===== config.mk =====
export PLATFORM = sky130hd
export DESIGN_NAME = paged_sync_frame_receiver
export DESIGN_NICKNAME = d
export VERILOG_FILES = /design/src/rtl/core/psfr_pkg.sv /design/src/rtl/core/psfr_deframer.sv /design/src/rtl/core/paged_sync_frame_receiver.sv
export VERILOG_INCLUDE_DIRS = /design/src /design/src/rtl/core
export SDC_FILE = /design/constraint.sdc
export NUM_CORES = 1
export LEC_CHECK = 0
export ABC_AREA = 0
export ABC_CLOCK_PERIOD_IN_PS = 7520
export BUFFER_PORTS_ARGS = -buffer_cell sky130_fd_sc_hd__buf_2
export CORE_MARGIN = 3
export CORE_UTILIZATION = 59
export CTS_CLUSTER_SIZE = 40
export DETAILED_ROUTE_END_ITERATION = 16
export PLACE_DENSITY = 0.9
export SKIP_CTS_REPAIR_TIMING = 1
export SLEW_MARGIN = 40
export SYNTH_ARGS = -nofsm -noshare
export SYNTH_HDL_FRONTEND = slang
export SYNTH_SLANG_ARGS = --single-unit

===== constraint.sdc =====
create_clock -name clk_i -period 7.52 [get_ports clk_i]
set_input_delay 0.752 -clock clk_i [delete_from_list [all_inputs] [get_ports clk_i]]
set_output_delay 0.752 -clock clk_i [all_outputs]
set_load 0.05 [all_outputs]

===== src/rtl/core/paged_sync_frame_receiver_defines.svh =====
// ----------------------------------------------------------------------------
// Paged sync frame receiver: assertion macros
// Concurrent assertion helpers, compiled out when NO_ASSERTIONS is defined.
// ----------------------------------------------------------------------------
`ifndef PAGED_SYNC_FRAME_RECEIVER_DEFINES_SVH
`define PAGED_SYNC_FRAME_RECEIVER_DEFINES_SVH

`ifndef NO_ASSERTIONS

// Same-cycle implication, sampled on clk_i, off while rst_ni is low.
`define PSFR_ASSERT_NOW(label, ante, cons, msg) \
  label: assert property (@(posedge clk_i) disable iff (!rst_ni) (ante) |-> (cons)) \
    else $error(msg);

// Next-cycle implication, sampled on clk_i, off while rst_ni is low.
`define PSFR_ASSERT_NEXT(label, ante, cons, msg) \
  label: assert property (@(posedge clk_i) disable iff (!rst_ni) (ante) |=> (cons)) \
    else $error(msg);

`else

`define PSFR_ASSERT_NOW(label, ante, cons, msg)
`define PSFR_ASSERT_NEXT(label, ante, cons, msg)

`endif

`endif


===== src/rtl/core/psfr_pkg.sv =====
// ----------------------------------------------------------------------------
// psfr_pkg
// Shared constants and types of the paged sync frame receiver.
// ----------------------------------------------------------------------------
package psfr_pkg;

  localparam int PAYLOAD_LEN      = 40;
  localparam int PAGE_STRIDE      = 26;
  localparam int HEADER_LEN       = 14;
  localparam int FLAGS_BYTE_INDEX = 0;

  localparam int BYTE_W = 8;
  localparam int ADDR_W = 7;
  localparam int CNT_W  = 6;

  localparam logic [BYTE_W-1:0] SYNC_FIRST  = 8'h3E;  // '>'
  localparam logic [BYTE_W-1:0] SYNC_SECOND = 8'h2A;  // '*'
  localparam logic [BYTE_W-1:0] TRAILER     = 8'h3C;  // '<'

  // One result transaction.
  typedef struct packed {
    logic              frame_good;
    logic              frame_end;
    logic [BYTE_W-1:0] store_data;
    logic [ADDR_W-1:0] store_address;
    logic              store_write;
  } result_t;

endpackage


===== src/rtl/core/psfr_deframer.sv =====
// ----------------------------------------------------------------------------
// psfr_deframer
// Frame state (sync hunt, payload count, write pointer, page) and the
// per-byte result logic. State advances on step_i.
// ----------------------------------------------------------------------------
module psfr_deframer
  import psfr_pkg::*;
(
  input  logic              clk_i,
  input  logic              rst_ni,
  input  logic              step_i,
  input  logic [BYTE_W-1:0] rx_byte_i,
  output result_t           result_o
);

  typedef enum logic [1:0] {
    PH_HUNT,
    PH_SECOND,
    PH_PAYLOAD,
    PH_TRAILER
  } phase_e;

  localparam logic [CNT_W-1:0]  LAST_IDX  = CNT_W'(PAYLOAD_LEN - 1);
  localparam logic [CNT_W-1:0]  HDR_IDX   = CNT_W'(HEADER_LEN);
  localparam logic [CNT_W-1:0]  FLAGS_IDX = CNT_W'(FLAGS_BYTE_INDEX);
  localparam logic [ADDR_W-1:0] STRIDE1   = ADDR_W'(PAGE_STRIDE);
  localparam logic [ADDR_W-1:0] STRIDE2   = ADDR_W'(2 * PAGE_STRIDE);

  phase_e            phase_q, phase_d;
  logic [CNT_W-1:0]  left_q, left_d;
  logic [ADDR_W-1:0] wptr_q, wptr_d;
  logic [1:0]        page_q, page_d;

  logic [CNT_W-1:0]  idx;
  logic [ADDR_W-1:0] base;

  assign idx = LAST_IDX - left_q;

  // Page jump applies at the first byte after the header.
  always_comb begin
    base = wptr_q;
    if (idx == HDR_IDX) begin
      if (page_q == 2'd1) begin
        base = wptr_q + STRIDE1;
      end else if (page_q == 2'd2) begin
        base = wptr_q + STRIDE2;
      end
    end
  end

  always_comb begin
    phase_d  = phase_q;
    left_d   = left_q;
    wptr_d   = wptr_q;
    page_d   = page_q;
    result_o = '0;
    case (phase_q)
      PH_HUNT: begin
        phase_d = (rx_byte_i == SYNC_FIRST) ? PH_SECOND : PH_HUNT;
      end
      PH_SECOND: begin
        if (rx_byte_i == SYNC_SECOND) begin
          phase_d = PH_PAYLOAD;
          wptr_d  = '0;
          left_d  = LAST_IDX;
        end else begin
          phase_d = PH_HUNT;
        end
      end
      PH_PAYLOAD: begin
        if (idx == FLAGS_IDX) begin
          page_d = rx_byte_i[1:0];
        end
        result_o.store_write   = 1'b1;
        result_o.store_address = base;
        result_o.store_data    = rx_byte_i;
        wptr_d                 = base + ADDR_W'(1);
        if (left_q == '0) begin
          phase_d = PH_TRAILER;
        end else begin
          left_d = left_q - CNT_W'(1);
        end
      end
      PH_TRAILER: begin
        result_o.frame_end  = 1'b1;
        result_o.frame_good = (rx_byte_i == TRAILER);
        phase_d             = PH_HUNT;
      end
      default: begin
        phase_d = PH_HUNT;
      end
    endcase
  end

  always_ff @(posedge clk_i or negedge rst_ni) begin
    if (!rst_ni) begin
      phase_q <= PH_HUNT;
      left_q  <= '0;
      wptr_q  <= '0;
      page_q  <= '0;
    end else if (step_i) begin
      phase_q <= phase_d;
      left_q  <= left_d;
      wptr_q  <= wptr_d;
      page_q  <= page_d;
    end
  end

endmodule


===== src/rtl/core/paged_sync_frame_receiver.sv =====
// ----------------------------------------------------------------------------
// paged_sync_frame_receiver
// Sync-byte deframer that writes payload bytes into a paged record store.
// ----------------------------------------------------------------------------
// Usage:
//   Slave stream (s_axis_*): one link byte per transaction in tdata[7:0].
//   Master stream (m_axis_*): exactly one result transaction per input byte,
//   in input order. tdata carries the store write strobe, address and data;
//   tlast marks the trailer position of a frame and tuser says the trailer
//   matched (frame good).
//   The block hunts for '>' '*', writes the 40 payload bytes to the store
//   (page offset applied after the 14 header bytes), then checks the '<'
//   trailer.
//   Path: an accepted byte passes the input register, then its result is
//   registered in the result register and driven on the master stream.
//   Throughput: one byte per cycle unless the master stalls; psfr_deframer
//   updates the frame state in a loop between input and result registers.
//   Reset (rst_ni low, asynchronous): both pipeline registers empty, hunt
//   restarts, write pointer and page number cleared.
//   When the master stalls, the result register holds, the input register
//   fills, and s_axis_tready_o drops; no byte is lost or repeated.
// ----------------------------------------------------------------------------
`include "paged_sync_frame_receiver_defines.svh"

module paged_sync_frame_receiver
  import psfr_pkg::*;
(
  input  logic        clk_i,
  input  logic        rst_ni,
  // slave side
  input  logic        s_axis_tvalid_i,
  output logic        s_axis_tready_o,
  input  logic [7:0]  s_axis_tdata_i,   // [7:0] rx_byte
  // master side
  output logic        m_axis_tvalid_o,
  input  logic        m_axis_tready_i,
  output logic [15:0] m_axis_tdata_o,   // [0] store_write, [7:1] store_address,
                                        // [15:8] store_data
  output logic        m_axis_tlast_o,   // frame_end
  output logic        m_axis_tuser_o    // frame_good
);

  // input register
  logic              in_valid_q;
  logic [BYTE_W-1:0] in_byte_q;
  // result register
  logic              out_valid_q;
  result_t           out_q;

  result_t           result;
  logic              advance;

  // Move the held byte through the deframer when the result slot is free
  // or is being drained this cycle.
  assign advance         = in_valid_q && (!out_valid_q || m_axis_tready_i);
  assign s_axis_tready_o = !in_valid_q || advance;

  psfr_deframer u_deframer (
    .clk_i     (clk_i),
    .rst_ni    (rst_ni),
    .step_i    (advance),
    .rx_byte_i (in_byte_q),
    .result_o  (result)
  );

  always_ff @(posedge clk_i or negedge rst_ni) begin
    if (!rst_ni) begin
      in_valid_q  <= 1'b0;
      out_valid_q <= 1'b0;
    end else begin
      if (s_axis_tready_o) begin
        in_valid_q <= s_axis_tvalid_i;
      end
      if (advance) begin
        out_valid_q <= 1'b1;
      end else if (m_axis_tready_i) begin
        out_valid_q <= 1'b0;
      end
    end
  end

  // payload registers, no reset
  always_ff @(posedge clk_i) begin
    if (s_axis_tready_o && s_axis_tvalid_i) begin
      in_byte_q <= s_axis_tdata_i;
    end
    if (advance) begin
      out_q <= result;
    end
  end

  assign m_axis_tvalid_o = out_valid_q;
  assign m_axis_tdata_o  = {out_q.store_data, out_q.store_address, out_q.store_write};
  assign m_axis_tlast_o  = out_q.frame_end;
  assign m_axis_tuser_o  = out_q.frame_good;

  // --------------------------------------------------------------------------
  // Assertions
  // --------------------------------------------------------------------------
  `PSFR_ASSERT_NEXT(a_advance_fills_out, advance, out_valid_q, "result lost after advance")
  `PSFR_ASSERT_NOW(a_good_at_end, out_valid_q && out_q.frame_good, out_q.frame_end, "stray good")
  `PSFR_ASSERT_NOW(a_no_wr_at_end, out_valid_q && out_q.frame_end, !out_q.store_write, "write at end")

endmodule

==> metrics.txt <==
outcome completed; yosys warns 0; syn_nets 224; clock tree buffer depth 2; Placer Congestion 0.855; post-synthesis mux area share 1.40%; first drt pass iteration count 5; Hold Slack 0.373 ns; largest net degree at the start of global routing 26; Synth Flop Type edfxtp_1; Seq/Total Area, Yosys 54.2%; CP Class register to register; placed cells 273; CTS Root Buffer Type clkbuf_8; Initial Util 62.4%; Layout area overhead 12.3%; Yosys cell types 53; syn_area_per_cell 11.6 um^2; Most Frequent Cell on Critical Path ha_1; drc violations 0; Synth Area in Compound Gates 11.9%; PortBufs 31; Routed Wire Length 4600 um; commonest non-fill, non-tap cells in the layout buf_2, edfxtp_1, dfrtp_1, nor2_1; Num CTS Buffers 5; share of the synthesized area in the top cell type 33.7%; clock sink count 45; CP Data Required Time 7.72 ns; via/cell ratio 5.63; Crit. End Element register; CTS tree yes; Async SR Flop Fraction 42.2%; largest family of logic cells by synthesized area simple AND/OR/NAND/NOR gates; total power 787 uW; ANT cells 0; top cells by area in the synthesized netlist edfxtp_1, dfrtp_1, ha_1; Post-Layout Cell Count 281; CP bufs+invs 1; Adder-Cell Fraction of Synth Area 7.02%; Die Width 68.7 um; Cell Pwr Density 303 nW/um^2; Ports 32; Setup Skew 0.00495 ns; worst slew pin tran 0.628 ns; nets@finish 257; fraction of layout cells with a size suffix above 1 21.5%; Final min period 2.93 ns; Post-Syn Area 2320 um^2; #FFs+latches synth 45; arrival time at the worst endpoint 3.12 ns; Worst VDD drop 0.184 mV; Worst Hold Class input pin to asynchronous set/reset pin; H-tree depth 2; crit start category register; most common cell after layout, fill and taps aside buf_2; WL/cell 16.4 um; RSZ-0062 raised after global routing no; number of max-cap violations 0; global-route wire length before repair 7510 um; largest area contributor in the netlist edfxtp_1; initial antenna violation count 0; Worst path slowest cell or4b_1; gr ovfl total 0; Die Y 68.7 um; Die ar. 4720 um^2; worst path cell trace inv_1, ha_1, and4bb_4, nand3_1, xnor2_1, ha_1, o21ai_0, or4b_1, a32o_1; Gate Count Post-Synth 199; fillers 283; worst skew pair latency 0.31 ns; Fmax 342 MHz; ANT nets after route 0; Reg clk slew, reported paths 0.09 ns; Final Hold Fails 0; leak pwr 0.00106 uW; GRT Resource Usage Total 22.3%; row count 22; initial DRC count 137; setup_tns 0 ns; Post-synth EDFFs 26; crit-path max FO 5; Synth Area in Simple Gates 19.4%; Final period util 38.9%; critical path's largest stage delay 0.51 ns; setup violators final 0; core area 3720 um^2; CP top delay family simple AND/OR/NAND/NOR gates; area share of xor/xnor cells in the synthesized design 2.97%; Detail Placement HPWL 3490 um; Vias 1582; Rel. slew slack 57.9%; Pins Over Slew Limit 0; vias in the first global route 1532
==> cell type report <==
class	count	area [um^2]	share of cell area, %
clock buffer	5	68.8	2.65
clock inverter	3	21.3	0.818
inverter	13	48.8	1.88
multi-input combinational	136	991	38.1
sequential	45	1260	48.3
tap	48	60.1	2.31
timing repair buffer	31	155	5.96
==> per-stage QoR <==
step                      utilization, %  instance area (um^2)  worst slack (ns)
after floorplan                        -                  2320              4.79
after global placement              67.5                  2510              4.67
after detailed placement            67.6                  2510              4.64
after CTS                           70.0                  2600              4.62
after global routing                70.0                  2600              4.40
final                               70.0                  2600              4.59
==> power breakdown <==
group | total [uW] | leakage (uW) | internal [uW] | switching, uW
Clock | 154 | 0.0000462 | 66.1 | 88.0
Sequential | 364 | 0.000491 | 311 | 53.3
Combinational | 269 | 0.000518 | 98.2 | 171
Total | 787 | 0.00106 | 475 | 312
==> cells in the mapped netlist (4+ instances only) <==
cell type and count:
xnor2_1 6, nand2b_1 5, nand3_1 5, inv_1 12
edfxtp_1 26, nor3_1 5, nor2_1 16, o21ai_0 9
nand2_1 11, or3_1 5, nor4_1 4, dfrtp_1 19
and2_1 14, ha_1 13
==> state kept, by name, indices dropped and copies added (netlist names), named ones only <==
name,cells
in_valid_q,1
u_deframer.phase_q,1
m_axis_tdata_o,16
u_deframer.page_q,2
m_axis_tlast_o,1
m_axis_tuser_o,1
u_deframer.left_q,6
in_byte_q,8
m_axis_tvalid_o,1
u_deframer.wptr_q,7
==> logic make-up (layout without fill, tap and decap cells) <==
logic type,after synthesis,in the layout
compound gates,35,35
flops,45,45
xor+xnor,7,7
buf+inv,18,52
mux,3,3
simple gates,78,78
fa+ha+maj,13,13
==> layer usage <==
metal / wire, um / GRT usage [%] / vias up / part of all wire, %
met3: 203 / 4.21 / 10 / 4.4
met5: 0 / 0 / - / 0
li1: - / - / 794 / -
met1: 1960 / 27.0 / 736 / 43
met2: 2340 / 38.4 / 42 / 51
met4: 90 / 10.2 / 0 / 2.0
==> final timing paths <==
kind	from	to	slack [ns]	cells past startpoint
worst min-delay path	rst_ni	u_deframer.left_q[4]	0.37	1
worst max-delay path	u_deframer.left_q[3]	u_deframer.wptr_q[6]	4.59	9
min in group clk_i	in_valid_q	m_axis_tvalid_o	0.51	1
worst max register to register	u_deframer.left_q[3]	u_deframer.wptr_q[6]	4.59	9
max in group asynchronous	rst_ni	u_deframer.wptr_q[1]	6.84	1
worst min register to register	in_valid_q	m_axis_tvalid_o	0.51	1
No activity file was read; power rests on OpenSTA's default activity.
